==> config.mk <==
export PLATFORM = sky130hd
export DESIGN_NAME = sip_stream_message_framer_flat
export DESIGN_NICKNAME = d
export VERILOG_FILES = /design/src/hw/rtl/sipf_pkg.sv /design/src/hw/rtl/sipf_if.sv /design/src/hw/rtl/sip_stream_message_framer.sv /design/src/flat_wrapper.sv
export SDC_FILE = /design/constraint.sdc
export NUM_CORES = 1
export LEC_CHECK = 0
export ABC_AREA = 1
export BUFFER_PORTS_ARGS = -buffer_cell sky130_fd_sc_hd__buf_2
export CORE_MARGIN = 4
export CORE_UTILIZATION = 38
export CTS_CLUSTER_SIZE = 24
export DETAILED_ROUTE_END_ITERATION = 16
export PLACE_DENSITY = 0.61
export REMOVE_ABC_BUFFERS = 1
export SLEW_MARGIN = 15
export SYNTH_ARGS = -nofsm -noshare
export SYNTH_HDL_FRONTEND = slang
export SYNTH_SLANG_ARGS = --single-unit
==> constraint.sdc <==
create_clock -name clk -period 6.3 [get_ports clk]
set_clock_uncertainty 0.1 [all_clocks]
set_input_delay 0.63 -clock clk [delete_from_list [all_inputs] [get_ports clk]]
set_output_delay 0.63 -clock clk [all_outputs]
set_load 0.01 [all_outputs]
==> src/hw/rtl/sipf_pkg.sv <==
// Shared types and constants for the SIP stream message framer.
// No dependencies; used by the channel interfaces and the framer top level.
package sipf_pkg;

  // Framing phase codes
  localparam logic [1:0] PH_SKIP = 2'd0;
  localparam logic [1:0] PH_HEAD = 2'd1;
  localparam logic [1:0] PH_BODY = 2'd2;

  // Length conversion state codes
  localparam logic [1:0] CV_WS     = 2'd0;
  localparam logic [1:0] CV_DIGITS = 2'd1;
  localparam logic [1:0] CV_DONE   = 2'd2;

  // Character codes
  localparam logic [7:0] CH_TAB   = 8'h09;
  localparam logic [7:0] CH_LF    = 8'h0A;
  localparam logic [7:0] CH_VT    = 8'h0B;
  localparam logic [7:0] CH_FF    = 8'h0C;
  localparam logic [7:0] CH_CR    = 8'h0D;
  localparam logic [7:0] CH_SP    = 8'h20;
  localparam logic [7:0] CH_PLUS  = 8'h2B;
  localparam logic [7:0] CH_MINUS = 8'h2D;
  localparam logic [7:0] CH_ZERO  = 8'h30;
  localparam logic [7:0] CH_NINE  = 8'h39;
  localparam logic [7:0] CH_COLON = 8'h3A;

  // Two header bytes that precede the final CR LF of a blank line
  localparam logic [15:0] CRLF_PAIR = 16'h0D0A;

  localparam int          LEN_W      = 13;
  localparam int          VAL_W      = 14;
  localparam logic [13:0] VALUE_MAX  = 14'h3FFF;
  localparam logic [3:0]  PREFIX_LEN = 4'd14;
  localparam logic [3:0]  LPOS_MAX   = 4'd15;
  localparam logic [12:0] CFG_RESET  = 13'h1FFF;

  // Buffer size the message limit is clipped to
  localparam int          BUFFER_BYTES = 8192;
  localparam int          BUF_LIMIT_I  = (BUFFER_BYTES - 1 > 8191) ? 8191 : BUFFER_BYTES - 1;
  localparam logic [12:0] BUF_LIMIT    = BUF_LIMIT_I[12:0];

  typedef logic [7:0]       byte_t;
  typedef logic [LEN_W-1:0] len_t;
  typedef logic [VAL_W-1:0] val_t;

  // Characters of the length header name, by position in the line
  function automatic byte_t prefix_char(input logic [3:0] pos);
    byte_t c;
    case (pos)
      4'd0:    c = 8'h43; // C
      4'd1:    c = 8'h6F; // o
      4'd2:    c = 8'h6E; // n
      4'd3:    c = 8'h74; // t
      4'd4:    c = 8'h65; // e
      4'd5:    c = 8'h6E; // n
      4'd6:    c = 8'h74; // t
      4'd7:    c = 8'h2D; // -
      4'd8:    c = 8'h4C; // L
      4'd9:    c = 8'h65; // e
      4'd10:   c = 8'h6E; // n
      4'd11:   c = 8'h67; // g
      4'd12:   c = 8'h74; // t
      4'd13:   c = 8'h68; // h
      default: c = 8'h00;
    endcase
    return c;
  endfunction

endpackage

==> src/hw/rtl/sipf_if.sv <==
// Valid/ready channel interfaces of the SIP stream message framer.
// Depends on sipf_pkg for payload types.
interface sipf_in_if;
  logic            valid;
  logic            ready;
  sipf_pkg::byte_t data_byte;
  modport source (output valid, output data_byte, input ready);
  modport sink   (input valid, input data_byte, output ready);
endinterface

interface sipf_out_if;
  logic            valid;
  logic            ready;
  sipf_pkg::byte_t out_byte;
  logic            last_of_message;
  sipf_pkg::len_t  message_length;
  logic            status;
  modport source (output valid, output out_byte, output last_of_message,
                  output message_length, output status, input ready);
  modport sink   (input valid, input out_byte, input last_of_message,
                  input message_length, input status, output ready);
endinterface

interface sipf_cfg_if;
  logic           valid;
  logic           ready;
  sipf_pkg::len_t max_message_len;
  modport source (output valid, output max_message_len, input ready);
  modport sink   (input valid, input max_message_len, output ready);
endinterface

==> src/hw/rtl/sip_stream_message_framer.sv <==
// SIP stream message framer: top level, the whole framing datapath.
// Depends on sipf_pkg and the channel interfaces in sipf_if.sv.
//
// Usage:
//   in_if  : one stream byte per transfer (data_byte).
//   out_if : one result per message byte: the byte, last_of_message with the
//            message byte count in message_length, or status 1 on overflow
//            (message dropped, framer restarts). Whitespace ahead of a message
//            gives no result.
//   cfg_if : writes max_message_len; always ready. Write it only while idle.
// Throughput: one byte per cycle while out_if.ready is high; a byte is held in
//   the input register, then the per-byte update of the header scanner and the
//   x10 length accumulator sits between the input register and the output
//   register, which holds its result.
// Reset (rst_n low, synchronous): framer skips leading whitespace, all
//   counters clear, max_message_len returns to 8191, no result pending.
// Receiver stall: the result holds in the output register; one further byte
//   is taken into the input register and waits there, then in_if.ready drops
//   until out_if.ready returns.
module sip_stream_message_framer #(
  parameter int LENGTH_CHARS = 21
) (
  input  logic     clk,
  input  logic     rst_n,
  sipf_in_if.sink  in_if,
  sipf_out_if.source out_if,
  sipf_cfg_if.sink cfg_if
);

  localparam int KW = $clog2(LENGTH_CHARS + 1);
  localparam logic [KW-1:0] KEEP_MAX = KW'(LENGTH_CHARS);

  // Configuration
  sipf_pkg::len_t max_len_r;
  sipf_pkg::len_t limit;

  // Input register
  logic            in_full_r, in_full_nxt;
  sipf_pkg::byte_t in_byte_r;

  // Framer state
  logic [1:0]       phase_r, phase_nxt;
  logic [23:0]      recent_r, recent_nxt;
  sipf_pkg::len_t   msg_cnt_r, msg_cnt_nxt;
  logic [3:0]       lpos_r, lpos_nxt;
  logic             pmatch_r, pmatch_nxt;
  logic             lrow_r, lrow_nxt;
  logic             lknown_r, lknown_nxt;
  sipf_pkg::val_t   lval_r, lval_nxt;
  logic [1:0]       conv_r, conv_nxt;
  logic [KW-1:0]    kept_r, kept_nxt;
  logic             lneg_r, lneg_nxt;
  sipf_pkg::val_t   body_r, body_nxt;

  // Output register
  logic            out_valid_r;
  sipf_pkg::byte_t out_byte_r;
  logic            out_last_r, out_last_nxt;
  sipf_pkg::len_t  out_len_r, out_len_nxt;
  logic            out_stat_r, out_stat_nxt;

  logic            has_result;
  logic            done;
  logic            consume;
  logic            try_digit;
  logic [17:0]     prod;
  sipf_pkg::byte_t b;

  assign b = in_byte_r;
  assign limit = (max_len_r < sipf_pkg::BUF_LIMIT) ? max_len_r : sipf_pkg::BUF_LIMIT;

  // Per-byte framing update
  always_comb begin
    phase_nxt    = phase_r;
    recent_nxt   = recent_r;
    msg_cnt_nxt  = msg_cnt_r;
    lpos_nxt     = lpos_r;
    pmatch_nxt   = pmatch_r;
    lrow_nxt     = lrow_r;
    lknown_nxt   = lknown_r;
    lval_nxt     = lval_r;
    conv_nxt     = conv_r;
    kept_nxt     = kept_r;
    lneg_nxt     = lneg_r;
    body_nxt     = body_r;
    has_result   = 1'b1;
    done         = 1'b0;
    try_digit    = 1'b0;
    prod         = 18'd0;
    out_last_nxt = 1'b0;
    out_len_nxt  = '0;
    out_stat_nxt = 1'b0;

    if (phase_r == sipf_pkg::PH_SKIP &&
        (b == sipf_pkg::CH_SP || b == sipf_pkg::CH_TAB ||
         b == sipf_pkg::CH_CR || b == sipf_pkg::CH_LF)) begin
      // Drop whitespace ahead of a message
      has_result = 1'b0;
    end else begin
      msg_cnt_nxt = msg_cnt_r + 1'b1;
      if (phase_r != sipf_pkg::PH_BODY) begin
        phase_nxt = sipf_pkg::PH_HEAD;
        if (b == sipf_pkg::CH_LF) begin
          if (recent_r[7:0] == sipf_pkg::CH_CR) begin
            if (lrow_r) begin
              lknown_nxt = 1'b1;
            end else if (recent_r[23:8] == sipf_pkg::CRLF_PAIR) begin
              // Blank line: headers end here
              if (lknown_r && lval_r == '0) begin
                done = 1'b1;
              end else begin
                phase_nxt = sipf_pkg::PH_BODY;
              end
            end
          end
          lpos_nxt   = '0;
          pmatch_nxt = 1'b1;
          lrow_nxt   = 1'b0;
        end else begin
          if (lrow_r) begin
            // Collect length characters, atoi style
            if (b != sipf_pkg::CH_COLON && b != sipf_pkg::CH_SP &&
                b != sipf_pkg::CH_CR && kept_r < KEEP_MAX) begin
              kept_nxt = kept_r + 1'b1;
              if (conv_r == sipf_pkg::CV_WS) begin
                if (b == sipf_pkg::CH_PLUS || b == sipf_pkg::CH_MINUS) begin
                  lneg_nxt = (b == sipf_pkg::CH_MINUS);
                  conv_nxt = sipf_pkg::CV_DIGITS;
                end else if (b != sipf_pkg::CH_TAB && b != sipf_pkg::CH_VT &&
                             b != sipf_pkg::CH_FF) begin
                  conv_nxt  = sipf_pkg::CV_DIGITS;
                  try_digit = 1'b1;
                end
              end else if (conv_r == sipf_pkg::CV_DIGITS) begin
                try_digit = 1'b1;
              end
              if (try_digit) begin
                if (b >= sipf_pkg::CH_ZERO && b <= sipf_pkg::CH_NINE) begin
                  prod = ({4'd0, lval_r} << 3) + ({4'd0, lval_r} << 1) + {14'd0, b[3:0]};
                  lval_nxt = (prod > {4'd0, sipf_pkg::VALUE_MAX}) ?
                             sipf_pkg::VALUE_MAX : prod[13:0];
                end else begin
                  conv_nxt = sipf_pkg::CV_DONE;
                end
              end
            end
          end else if (lpos_r < sipf_pkg::PREFIX_LEN &&
                       b != sipf_pkg::prefix_char(lpos_r)) begin
            pmatch_nxt = 1'b0;
          end
          if (lpos_r < sipf_pkg::LPOS_MAX) begin
            lpos_nxt = lpos_r + 1'b1;
          end
          // Open the length line once the full name has matched
          if (!lrow_r && !lknown_r && lpos_nxt == sipf_pkg::PREFIX_LEN && pmatch_nxt) begin
            lrow_nxt = 1'b1;
            lval_nxt = '0;
            lneg_nxt = 1'b0;
            conv_nxt = sipf_pkg::CV_WS;
            kept_nxt = '0;
          end
        end
        recent_nxt = {recent_r[15:0], b};
      end else begin
        if (body_r < sipf_pkg::VALUE_MAX) begin
          body_nxt = body_r + 1'b1;
        end
        if (lknown_r && !lneg_r && body_nxt == lval_r) begin
          done = 1'b1;
        end
      end

      if (done) begin
        out_last_nxt = 1'b1;
        out_len_nxt  = msg_cnt_nxt;
      end else if (msg_cnt_nxt >= limit) begin
        out_stat_nxt = 1'b1;
      end

      // Restart after completion or overflow
      if (done || msg_cnt_nxt >= limit) begin
        phase_nxt   = sipf_pkg::PH_SKIP;
        recent_nxt  = '0;
        msg_cnt_nxt = '0;
        lpos_nxt    = '0;
        pmatch_nxt  = 1'b1;
        lrow_nxt    = 1'b0;
        lknown_nxt  = 1'b0;
        lval_nxt    = '0;
        conv_nxt    = sipf_pkg::CV_WS;
        kept_nxt    = '0;
        lneg_nxt    = 1'b0;
        body_nxt    = '0;
      end
    end
  end

  // Advance the held byte when its result has a place to go
  assign consume = in_full_r && (!has_result || !out_valid_r || out_if.ready);
  assign in_if.ready = !in_full_r || consume;

  always_comb begin
    in_full_nxt = in_full_r;
    if (in_if.valid && in_if.ready) begin
      in_full_nxt = 1'b1;
    end else if (consume) begin
      in_full_nxt = 1'b0;
    end
  end

  assign cfg_if.ready = 1'b1;

  always_ff @(posedge clk) begin
    if (!rst_n) begin
      max_len_r   <= sipf_pkg::CFG_RESET;
      in_full_r   <= 1'b0;
      out_valid_r <= 1'b0;
      phase_r     <= sipf_pkg::PH_SKIP;
      recent_r    <= '0;
      msg_cnt_r   <= '0;
      lpos_r      <= '0;
      pmatch_r    <= 1'b1;
      lrow_r      <= 1'b0;
      lknown_r    <= 1'b0;
      lval_r      <= '0;
      conv_r      <= sipf_pkg::CV_WS;
      kept_r      <= '0;
      lneg_r      <= 1'b0;
      body_r      <= '0;
    end else begin
      if (cfg_if.valid) begin
        max_len_r <= cfg_if.max_message_len;
      end
      in_full_r <= in_full_nxt;
      if (consume) begin
        phase_r  <= phase_nxt;
        recent_r <= recent_nxt;
        msg_cnt_r <= msg_cnt_nxt;
        lpos_r   <= lpos_nxt;
        pmatch_r <= pmatch_nxt;
        lrow_r   <= lrow_nxt;
        lknown_r <= lknown_nxt;
        lval_r   <= lval_nxt;
        conv_r   <= conv_nxt;
        kept_r   <= kept_nxt;
        lneg_r   <= lneg_nxt;
        body_r   <= body_nxt;
      end
      if (consume && has_result) begin
        out_valid_r <= 1'b1;
      end else if (out_if.ready) begin
        out_valid_r <= 1'b0;
      end
    end
  end

  // Payload registers: no reset
  always_ff @(posedge clk) begin
    if (in_if.valid && in_if.ready) begin
      in_byte_r <= in_if.data_byte;
    end
    if (consume && has_result) begin
      out_byte_r <= b;
      out_last_r <= out_last_nxt;
      out_len_r  <= out_len_nxt;
      out_stat_r <= out_stat_nxt;
    end
  end

  assign out_if.valid           = out_valid_r;
  assign out_if.out_byte        = out_byte_r;
  assign out_if.last_of_message = out_last_r;
  assign out_if.message_length  = out_len_r;
  assign out_if.status          = out_stat_r;

endmodule

==> src/flat_wrapper.sv <==
// flat-port wrapper written by rule: the top's interface ports become plain ports
module sip_stream_message_framer_flat 
#(
  parameter int LENGTH_CHARS = 21
)
  (clk, rst_n, in_if_valid, in_if_data_byte, in_if_ready, out_if_valid, out_if_out_byte, out_if_last_of_message, out_if_message_length, out_if_status, out_if_ready, cfg_if_valid, cfg_if_max_message_len, cfg_if_ready);
  sipf_in_if in_if_i ();
  sipf_out_if out_if_i ();
  sipf_cfg_if cfg_if_i ();
  input  logic clk;
  input  logic rst_n;
  input wire logic [$bits(in_if_i.valid)-1:0] in_if_valid;
  input wire logic [$bits(in_if_i.data_byte)-1:0] in_if_data_byte;
  output wire logic [$bits(in_if_i.ready)-1:0] in_if_ready;
  output wire logic [$bits(out_if_i.valid)-1:0] out_if_valid;
  output wire logic [$bits(out_if_i.out_byte)-1:0] out_if_out_byte;
  output wire logic [$bits(out_if_i.last_of_message)-1:0] out_if_last_of_message;
  output wire logic [$bits(out_if_i.message_length)-1:0] out_if_message_length;
  output wire logic [$bits(out_if_i.status)-1:0] out_if_status;
  input wire logic [$bits(out_if_i.ready)-1:0] out_if_ready;
  input wire logic [$bits(cfg_if_i.valid)-1:0] cfg_if_valid;
  input wire logic [$bits(cfg_if_i.max_message_len)-1:0] cfg_if_max_message_len;
  output wire logic [$bits(cfg_if_i.ready)-1:0] cfg_if_ready;
  assign in_if_i.valid = in_if_valid;
  assign in_if_i.data_byte = in_if_data_byte;
  assign in_if_ready = in_if_i.ready;
  assign out_if_valid = out_if_i.valid;
  assign out_if_out_byte = out_if_i.out_byte;
  assign out_if_last_of_message = out_if_i.last_of_message;
  assign out_if_message_length = out_if_i.message_length;
  assign out_if_status = out_if_i.status;
  assign out_if_i.ready = out_if_ready;
  assign cfg_if_i.valid = cfg_if_valid;
  assign cfg_if_i.max_message_len = cfg_if_max_message_len;
  assign cfg_if_ready = cfg_if_i.ready;
  sip_stream_message_framer #(.LENGTH_CHARS(LENGTH_CHARS)) u_core (.clk(clk), .rst_n(rst_n), .in_if(in_if_i), .out_if(out_if_i), .cfg_if(cfg_if_i));
endmodule
---- After elaboration in Yosys (flattened, before gate mapping) ----
Memories as Yosys holds them, arrays and structs flattened. A register that Yosys moved wholly into a read port is not among the register bits.
Index checks and enable logic that the tools add are counted.
word-level totals
  flip-flop bits (word level) ............. 128
  memory bits (read-only) ................. 112
  bits of input ports ..................... 26
  output and inout bits ................... 26
  memories kept ........................... 1
cells by class
  add/sub/neg operators ................... 6
  $lt $le $gt $ge ......................... 9
  eq/ne operators ......................... 21
  mux-type cells .......................... 104
  bitwise logic cells ..................... 2
  reduce and logical (&&, ||, !) cells .... 56
memories
  memory            words  bits a word  read ports  clocked after memory_dff  write ports  RTL line        RTL
  (name not given)  16     7            1           1                         0            sipf_pkg.sv:50  case (pos)
operators with widths
  operator                                                                  count
  14-bit 2-to-1 mux                                                         14
  1-bit 2-to-1 mux                                                          49
  24-bit 2-to-1 mux                                                         2
  2-bit 2-to-1 mux                                                          18
  4-bit 2-to-1 mux                                                          9
  8-bit by 4-bit equality test with 1-bit output (second input constant)    4
  8-bit 2-to-1 mux                                                          4
  8-bit by 4-bit != test with 1-bit output (second input constant)          4
  5-bit 2-to-1 mux                                                          6
  13-bit 2-to-1 mux                                                         2
  8-bit by 6-bit equality test with 1-bit output (second input constant)    3
  3-bit nonzero test                                                        7
  17-bit by 15-bit adder with 18-bit output                                 1
  18-bit by 4-bit adder with 18-bit output                                  1
  18-bit by 14-bit > comparator with 1-bit output (second input constant)   1
  1-bit logical AND                                                         17
  16-bit by 12-bit equality test with 1-bit output (second input constant)  1
  8-bit by 6-bit != test with 1-bit output (second input constant)          2
  8-bit AND reduction                                                       2
  14-bit by 1-bit adder with 14-bit output (second input constant)          1
  14-bit equality test                                                      1
  14-bit zero test                                                          1
  14-bit < comparator (second input constant)                               1
  13-bit by 1-bit adder with 13-bit output (second input constant)          1
  other kinds (22)                                                          46

---- Logic depth before layout (Yosys ltp) ----
Gate-level depths: netlist of the first run.
  depth in word-level cells ............... 18
  mapped depth ............................ 29
  gate-level depth less buffers ........... 29

---- Worst setup path before layout of the first run ----
OpenSTA, ideal clock, no wires.
  kind .................................... register to register
  from .................................... register u_core.msg_cnt_r[0]
  to ...................................... register with a tool-made name
  library setup time ...................... 0.113 ns
  data arrival time ....................... 3.828 ns
  required time ........................... 6.087 ns
  slack ................................... 2.259 ns
  stages on the path, launching flop included .. 28
  buffers on the path ..................... 0
  path through ............................ dfxtp_1 ha_1 nand2_1 nor2_1 nand3_1 nor2_1 inv_1 nor2_1 nand2_1 nor2_1 xor2_1 inv_1 ha_1 a21oi_1 o21ai_0 a21oi_1 nand2_1 nor2_1 inv_1 nor2_8 nand4_1 a21oi_1 inv_1 ha_1 inv_1 nand3_1 nand3_1 nand2_1
RTL lines
  item                    RTL line                          RTL
  start, declared         sip_stream_message_framer.sv:44   sipf_pkg::len_t msg_cnt_r, msg_cnt_nxt;
  start signal, assigned  sip_stream_message_framer.sv:238  msg_cnt_r <= msg_cnt_nxt;

==> results of run 1 <==
[layout make-up]
cell class              instances  area [sq um]  area share
multi-input cells             853          4520       0.491
flip-flops and latches        135          3010       0.327
repair buffers                 52           265      0.0288
clock inverters                13           120      0.0130
inverters                     138           523      0.0567
well taps                     275           344      0.0373
clock buffers                  19           433      0.0469
[worst max-delay path: cells and delay by family, from the launching register on]
family | cells | cell delay (ns)
compound gates | 4 | 0.86
xor+xnor | 1 | 0.21
fa+ha+maj | 3 | 0.78
buf+inv | 4 | 0.36
flops | 1 | 0.41
simple gates | 15 | 2.02
[layout by cell type (no fill, tap or decap), types with 5 or more instances in the layout]
master / instances
sky130_fd_sc_hd__a21oi_1: 119
sky130_fd_sc_hd__buf_2: 50
sky130_fd_sc_hd__clkbuf_16: 17
sky130_fd_sc_hd__dfxtp_1: 104
sky130_fd_sc_hd__edfxtp_1: 31
sky130_fd_sc_hd__ha_1: 51
sky130_fd_sc_hd__inv_1: 132
sky130_fd_sc_hd__nand2_1: 316
sky130_fd_sc_hd__nand3_1: 91
sky130_fd_sc_hd__nand3_2: 7
sky130_fd_sc_hd__nand3b_1: 5
sky130_fd_sc_hd__nand4_1: 17
sky130_fd_sc_hd__nor2_1: 110
sky130_fd_sc_hd__nor3_1: 14
sky130_fd_sc_hd__nor4_1: 6
sky130_fd_sc_hd__o21ai_0: 43
sky130_fd_sc_hd__o21bai_1: 9
sky130_fd_sc_hd__xor2_1: 23
[layer usage]
layer,vias up,wire [um],GRT usage
met1,3288,9480,0.228
met3,24,839,0.0345
li1,3869,-,-
met5,-,0,0
met4,0,268,0.0429
met2,153,8600,0.244
[final timing paths]
| check | start | end | slack [ns] | cells after the start |
|---|---|---|---|---|
| max | u_core.msg_cnt_r[0] | flip-flop | 1.44 | 27 |
| min | in_if_data_byte[1] | u_core.b[1] | 0.28 | 1 |
| max reg2reg | u_core.msg_cnt_r[0] | flip-flop | 1.44 | 27 |
| min reg2reg | u_core.conv_r[0] | u_core.conv_r[0] | 0.36 | 2 |
[cells by family after synthesis]
family	count (synthesis)	synth area share
DFF	135	0.366
xor gates and xnor gates	27	0.0287
adders and majority gates	53	0.0824
other	1	0.000455
AOI/OAI and AO/OA	185	0.121
buffers and inverters	172	0.0847
and+or+nand+nor	587	0.317
[state kept, by name (all words and copies together) (netlist names), 2 cells and up, named ones only]
name	flops
u_core.body_r	14
u_core.msg_cnt_r	13
u_core.recent_r	24
u_core.lval_r	14
u_core.out_if.out_byte	8
u_core.phase_r	2
u_core.lpos_r	4
u_core.max_len_r	13
u_core.b	8
u_core.conv_r	2
u_core.out_if.message_length	13
u_core.kept_r	5
[power breakdown]
part / internal [uW] / switching (uW) / total [uW] / leakage [uW]
Combinational: 43.0 / 86.8 / 130 / 0.00270
Sequential: 915 / 20.3 / 936 / 0.00114
Clock: 546 / 393 / 939 / 0.000265
[stage by stage]
| step | cell area [sq um] | setup slack (ns) |
|---|---|---|
| after global placement | 8670 | 1.63 |
| after detailed placement | 8670 | 1.49 |
| after floorplan | 8060 | 2.19 |
| after global routing | 9220 | 0.912 |
| final | 9220 | 1.44 |
| after CTS | 9220 | 1.46 |
==> parameters.txt, run 1 <==
Parameter                              Value

Run status
  Result of the run    complete, no violations

Worst setup path
  Category of the worst setup path capture point    flip-flop
  Maximum fanout along the worst path    34
  Critical Path Start Type    flip-flop
  Arrival time at the worst endpoint    5.07 ns
  Slowest cell on crit path    sky130_fd_sc_hd__a21oi_1
  Worst setup path class    flip-flop to flip-flop
  Worst path required time    6.51 ns
  Max stage delay on crit path    0.51 ns

Final layout
  Fraction of layout cells with a size suffix above 1    0.0942
  Nets@finish    1276
  Util after Layout    0.436
  Synth-to-layout area growth    12.0%
  Post-layout instance count excluding filler cells    1485
  Filler cell count    2134
  N_diodes    0

Placement
  Number of buffers inserted by port buffering    50
  Cell total after placement    1453
  Detailed-placement wirelength estimate    14.2 mm
  Final weighted congestion in routability-driven placement    0.862

Routing
  Number of nets with antenna violations after routing    0
  Via total after detailed routing    7334
  First-pass iteration count of the detailed router    5
  WL per Instance    12.9 um
  Initial detailed-routing violation count    471
  Number of vias per cell after detailed routing    4.94
  Post-route DRC violation count    0
  Routed wire length    19.2 mm

Flow run
  Max-cap violation count    0

Yosys
  Synth cell types    46
  Flops & latches, synth    135
  Proportion of synthesized flip-flops having asynchronous set or reset    0
  Synthesized instance count    1160
  Most area-hungry cell type in the Yosys netlist    sky130_fd_sc_hd__dfxtp_1
  Cell with the most instances after synthesis    sky130_fd_sc_hd__nand2_1
  Top_reg_cell synth    sky130_fd_sc_hd__dfxtp_1
  Mean instance size in the synthesized netlist    7.10 sq um
  Post-Synthesis Cell Area    8230 sq um
  Synth top cells by count    sky130_fd_sc_hd__nand2_1, sky130_fd_sc_hd__inv_1, sky130_fd_sc_hd__a21oi_1
  Number of enable-type register cells in the synthesized netlist    31
  Area contributors post-synth    sky130_fd_sc_hd__dfxtp_1, sky130_fd_sc_hd__nand2_1, sky130_fd_sc_hd__edfxtp_1, sky130_fd_sc_hd__ha_1, sky130_fd_sc_hd__a21oi_1
  Total of warnings raised by yosys    0
  Sequential cell area fraction in the yosys report    0.366
  Top-area cell type share of the netlist area    0.253

GRT
  Grt total ovfl    0
  Wire length of the first global-routing pass    31.9 mm
  Via count of the first global-routing pass    6587
  Number of antenna violations at the first check in global routing    0
  Maximum number of pins on one net before global-route repair    66
  Total track usage    0.159

STA
  Worst hold slack    0.278 ns
  Worst slew pin tran    0.997 ns
  Number of pins exceeding their max-slew limit in the final report    0
  Sum of negative setup slack    0 ns
  Relative max-transition margin    0.333
  Fin crit share    0.771
  Top achievable clock speed    0.206 GHz
  Setup repair after global routing missed its margin    false
  Final number of hold-violating endpoints    0
  Final setup violation count    0
  Final period demand of the worst path    4.86 ns

Clock tree
  Source-to-sink clock delay at the later pin of the worst-skew pair    0.42 ns
  Maximum count of clock buffers along a single path    2
  Clock sinks    135
  Num CTS Buffers    17
  Clock-pin slew on the worst setup and hold paths    0.06 ns
  Number of gates given a new drive strength after cts    0
  Number of levels in the clock H-tree    4
  Setup Buffers After CTS    0
  Cell at the root of the clock tree    sky130_fd_sc_hd__clkbuf_16
  Clock tree from TritonCTS    done
  CTS Hold Bufs    0

Floorplanning
  Die extent in y    155 um
  Floorplan die width    155 um
  Number of top-level design ports    52
  Effective utilization at floorplan    0.389
  Number of standard-cell rows in the floorplan    53
  Core region area    21200 sq um
  Die outline area    24100 sq um

Pwr
  Power per unit of standard cell area    217 nW/um^2
  Overall power of the completed layout    2000 uW
  Leakage power total    0.00411 uW
  Maximum resistive drop on vdd    186 uV

Min path
  Worst min path class    primary input to flip-flop
(Power assumes the default switching activity.)
==> inputs of run 2 (changes only) <==
--- a/config.mk
+++ b/config.mk
@@ -11,7 +11,7 @@
 export CORE_UTILIZATION = 38
 export CTS_CLUSTER_SIZE = 24
 export DETAILED_ROUTE_END_ITERATION = 16
-export PLACE_DENSITY = 0.61
+export PLACE_DENSITY = 0.63
 export REMOVE_ABC_BUFFERS = 1
 export SLEW_MARGIN = 15
 export SYNTH_ARGS = -nofsm -noshare
==> constraint.sdc (replaced) <==
create_clock -name clk -period 4.1 [get_ports clk]
set_clock_uncertainty 0.1 [all_clocks]
set_input_delay 0.41 -clock clk [delete_from_list [all_inputs] [get_ports clk]]
set_output_delay 0.41 -clock clk [all_outputs]
set_load 0.01 [all_outputs]
==> parameters.txt, run 2 (synthesis results as in run 1) <==
Parameter                              Value

Placement
  Instance area at placement    8810 sq um (+1.6%)
  Number of buffers inserted by port buffering    50 (unchanged)
  Cell total after placement    1470 (+1.2%)
  Detailed-placement wirelength estimate    14.5 mm (+2.1%)
  Final weighted congestion in routability-driven placement    0.871 (+1.1%)

STA
  Worst hold slack    0.0587 ns (-0.219 ns)
  Top achievable clock speed    0.255 GHz (+24%)
  Worst slew pin tran    0.820 ns (-0.178 ns)
  Fin crit share    0.957 (+0.185)
  Final period demand of the worst path    3.92 ns (-0.938 ns)
  Final setup violation count    0 (unchanged)
  Number of pins exceeding their max-slew limit in the final report    0 (unchanged)
  Relative max-transition margin    0.452 (+0.119)
  Final number of hold-violating endpoints    0 (unchanged)

Pwr
  Net switching power figure    832 uW (+66%)
  Combinational power share    0.071 (+0.006)
  Net switching share of the total power    0.264 (+0.0145)
  Cell internal power dissipation    2320 uW (+54%)
  Clock power frac    0.474 (+0.006)
  Leakage power total    0.00426 uW (+3.7%)
  Power per unit of standard cell area    330 nW/um^2 (+52%)
  Maximum resistive drop on vdd    293 uV (+57%)
  Part of the total power dissipated in sequential elements    0.456 (-0.011)

Clock tree
  Clock sinks    135 (unchanged)
  Num CTS Buffers    17 (unchanged)
  Source-to-sink clock delay at the later pin of the worst-skew pair    0.42 ns (about the same)
  Cell at the root of the clock tree    sky130_fd_sc_hd__clkbuf_16
  CTS Hold Bufs    0 (unchanged)
  Clock tree from TritonCTS    done
  Maximum count of clock buffers along a single path    2 (unchanged)
  Clock-pin slew on the worst setup and hold paths    0.07 ns (about the same)
  Number of levels in the clock H-tree    4 (unchanged)

Routing
  Number of vias per cell after detailed routing    5.02 (+1.7%)
  First-pass iteration count of the detailed router    6 (+1)
  Initial detailed-routing violation count    444 (-5.7%)
  Post-route DRC violation count    0 (unchanged)
  Routed wire length    19.9 mm (+3.8%)
  Via total after detailed routing    7582 (+3.4%)
  WL per Instance    13.2 um (+2.1%)
  Number of nets with antenna violations after routing    0 (unchanged)

Worst setup path
  Library cell appearing most often on the critical path    sky130_fd_sc_hd__nand2_1
  Number of logic stages on the critical path including buffering    25 (-7.4%)
  Worst path required time    4.31 ns (-2.20 ns)
  Slowest cell on crit path    sky130_fd_sc_hd__dfxtp_4
  Reg-to-Reg Start    u_core.msg_cnt_r[1]
  Worst setup path class    flip-flop to flip-flop
  Maximum fanout along the worst path    3 (-91%)
  Cell class contributing the biggest share of worst-path delay    simple AND/OR/NAND/NOR gates
  Category of the worst setup path capture point    flip-flop
  Worst Path Buf+Inv    3 (-1)
  Arrival time at the worst endpoint    4.14 ns (-0.93 ns)
  Max stage delay on crit path    0.37 ns (-0.14 ns)
  Slack of the worst reg-to-reg path    0.18 ns (-1.26 ns)
  Worst Setup SP    u_core.msg_cnt_r[1]
  Critical Path Start Type    flip-flop
  R2R depth    25 (-7.4%)

Final layout
  N_diodes    0 (unchanged)
  Filler cell count    2119 (-0.70%)
  Registers with the most flip-flops    u_core.recent_r (24), u_core.body_r (14), u_core.lval_r (14)
  Synth-to-layout area growth    16.2%
  Post-route cell area    9560 sq um (+3.7%)
  Commonest non-fill, non-tap cell in the layout    sky130_fd_sc_hd__nand2_1
  Post-layout instance count excluding filler cells    1509 (+1.6%)
  Nets@finish    1300 (+1.9%)
  Number of flip-flops in the largest register    24 (unchanged)
  Util after Layout    0.452 (+0.0162)
  Leading cell types in the layout, fill and taps excluded    sky130_fd_sc_hd__nand2_1, sky130_fd_sc_hd__inv_1, sky130_fd_sc_hd__a21oi_1, sky130_fd_sc_hd__nor2_1, sky130_fd_sc_hd__dfxtp_1
  Top register by number of flip-flops    u_core.recent_r
  Fraction of layout cells with a size suffix above 1    0.130 (+0.0363)

Floorplanning
  Floorplan die width    155 um (unchanged)
  Number of standard-cell rows in the floorplan    53 (unchanged)
  Number of top-level design ports    52 (unchanged)
  Die extent in y    155 um (unchanged)
  Core region area    21200 sq um (unchanged)
  Die outline area    24100 sq um (unchanged)
  Effective utilization at floorplan    0.389 (unchanged)

Min path
  Worst min path class    primary input to flip-flop

GRT
  Total track usage    0.164 (+0.00443)
  Maximum number of pins on one net before global-route repair    65 (-1.5%)
  Grt total ovfl    0 (unchanged)
  Via count of the first global-routing pass    6903 (+4.8%)
  Number of antenna violations at the first check in global routing    0 (unchanged)
  Wire length of the first global-routing pass    32.9 mm (+3.3%)

Flow run
  Max-cap violation count    0 (unchanged)

Run status
  Result of the run    complete, no violations
==> run 2: cell count changes in the layout (fill, tap and decap cells not counted), moves of 4 or more <==
| cell | change |
|---|---|
| sky130_fd_sc_hd__buf_4 | +22 |
| sky130_fd_sc_hd__inv_1 | -4 |
| sky130_fd_sc_hd__ha_1 | -4 |
| sky130_fd_sc_hd__inv_2 | +4 |
| sky130_fd_sc_hd__inv_8 | +4 |
==> run 2: how the worst min path moves through the flow <==
| stage | from | to | slack [ns] | cells past startpoint |
|---|---|---|---|---|
| after floorplan | u_core.conv_r[0] | u_core.conv_r[0] | 0.34 | 2 |
| after global placement | u_core.conv_r[0] | u_core.conv_r[0] | 0.35 | 2 |
| after detailed placement | u_core.msg_cnt_r[3] | u_core.msg_cnt_r[3] | 0.36 | 2 |
| after CTS | in_if_data_byte[3] | u_core.b[3] | 0.04 | 1 |
| after global routing | in_if_data_byte[3] | u_core.b[3] | 0.04 | 1 |
| final | in_if_data_byte[0] | u_core.b[0] | 0.06 | 1 |
==> run 2: layer usage <==
layer	vias to the layer above	share of wire	GRT usage
met5	-	0	0
met4	0	0.0095	0.0358
met3	13	0.044	0.0298
met2	147	0.46	0.267
met1	3499	0.48	0.228
li1	3923	-	-
==> run 2: per-stage QoR <==
stage	TNS, ns	setup slack (ns)	power, uW
2_1_floorplan	-0.00695	-0.00695	1590
3_3_place_gp	0	0.137	1680
3_5_place_dp	-0.00160	-0.00160	1680
4_1_cts	0	0.0452	3170
5_1_grt	-1.10	-0.0864	3270
6_report	0	0.178	3150
==> run 2: worst reg2reg max path: stages (launching register included) <==
cell,delay [ns]
sky130_fd_sc_hd__dfxtp_4,0.37
sky130_fd_sc_hd__ha_4,0.13
sky130_fd_sc_hd__nand2_1,0.06
sky130_fd_sc_hd__nor2_2,0.15
sky130_fd_sc_hd__nand3_1,0.10
sky130_fd_sc_hd__nor2_1,0.11
sky130_fd_sc_hd__inv_1,0.05
sky130_fd_sc_hd__nor2_1,0.12
sky130_fd_sc_hd__nand2_1,0.12
sky130_fd_sc_hd__nor3_2,0.17
sky130_fd_sc_hd__xor2_1,0.23
sky130_fd_sc_hd__ha_1,0.30
sky130_fd_sc_hd__a21oi_1,0.16
sky130_fd_sc_hd__o21ai_1,0.09
sky130_fd_sc_hd__a21oi_1,0.12
sky130_fd_sc_hd__nand2_1,0.10
sky130_fd_sc_hd__nor2_4,0.16
sky130_fd_sc_hd__inv_2,0.08
sky130_fd_sc_hd__nor2_8,0.10
sky130_fd_sc_hd__nand4_1,0.20
sky130_fd_sc_hd__a21oi_4,0.28
sky130_fd_sc_hd__ha_4,0.23
sky130_fd_sc_hd__inv_1,0.05
sky130_fd_sc_hd__nand3_1,0.07
sky130_fd_sc_hd__nand3_1,0.10
sky130_fd_sc_hd__nand2_1,0.06
==> run 2: final cells by class <==
| class | instances | area [sq um] | area share |
|---|---|---|---|
| flip-flops and latches | 135 | 3020 | 0.316 |
| multi-input cells | 853 | 4640 | 0.485 |
| repair buffers | 76 | 462 | 0.0483 |
| well taps | 275 | 344 | 0.0360 |
| clock inverters | 14 | 126 | 0.0132 |
| clock buffers | 18 | 450 | 0.0471 |
| inverters | 138 | 523 | 0.0547 |
==> run 2: what timing repair did <==
item,in CTS,in global routing
pin swaps,0,19
buffers inserted,0,7
setup endpoints to repair,3,79
gates resized for setup,2,30
==> run 2: power by group through the flow <==
stage,registers (uW),clock network [uW],logic (uW)
2_1_floorplan,1460,0,129
3_3_place_gp,1460,0,211
3_5_place_dp,1460,0,214
4_1_cts,1440,1520,217
5_1_grt,1440,1570,255
6_report,1440,1490,223
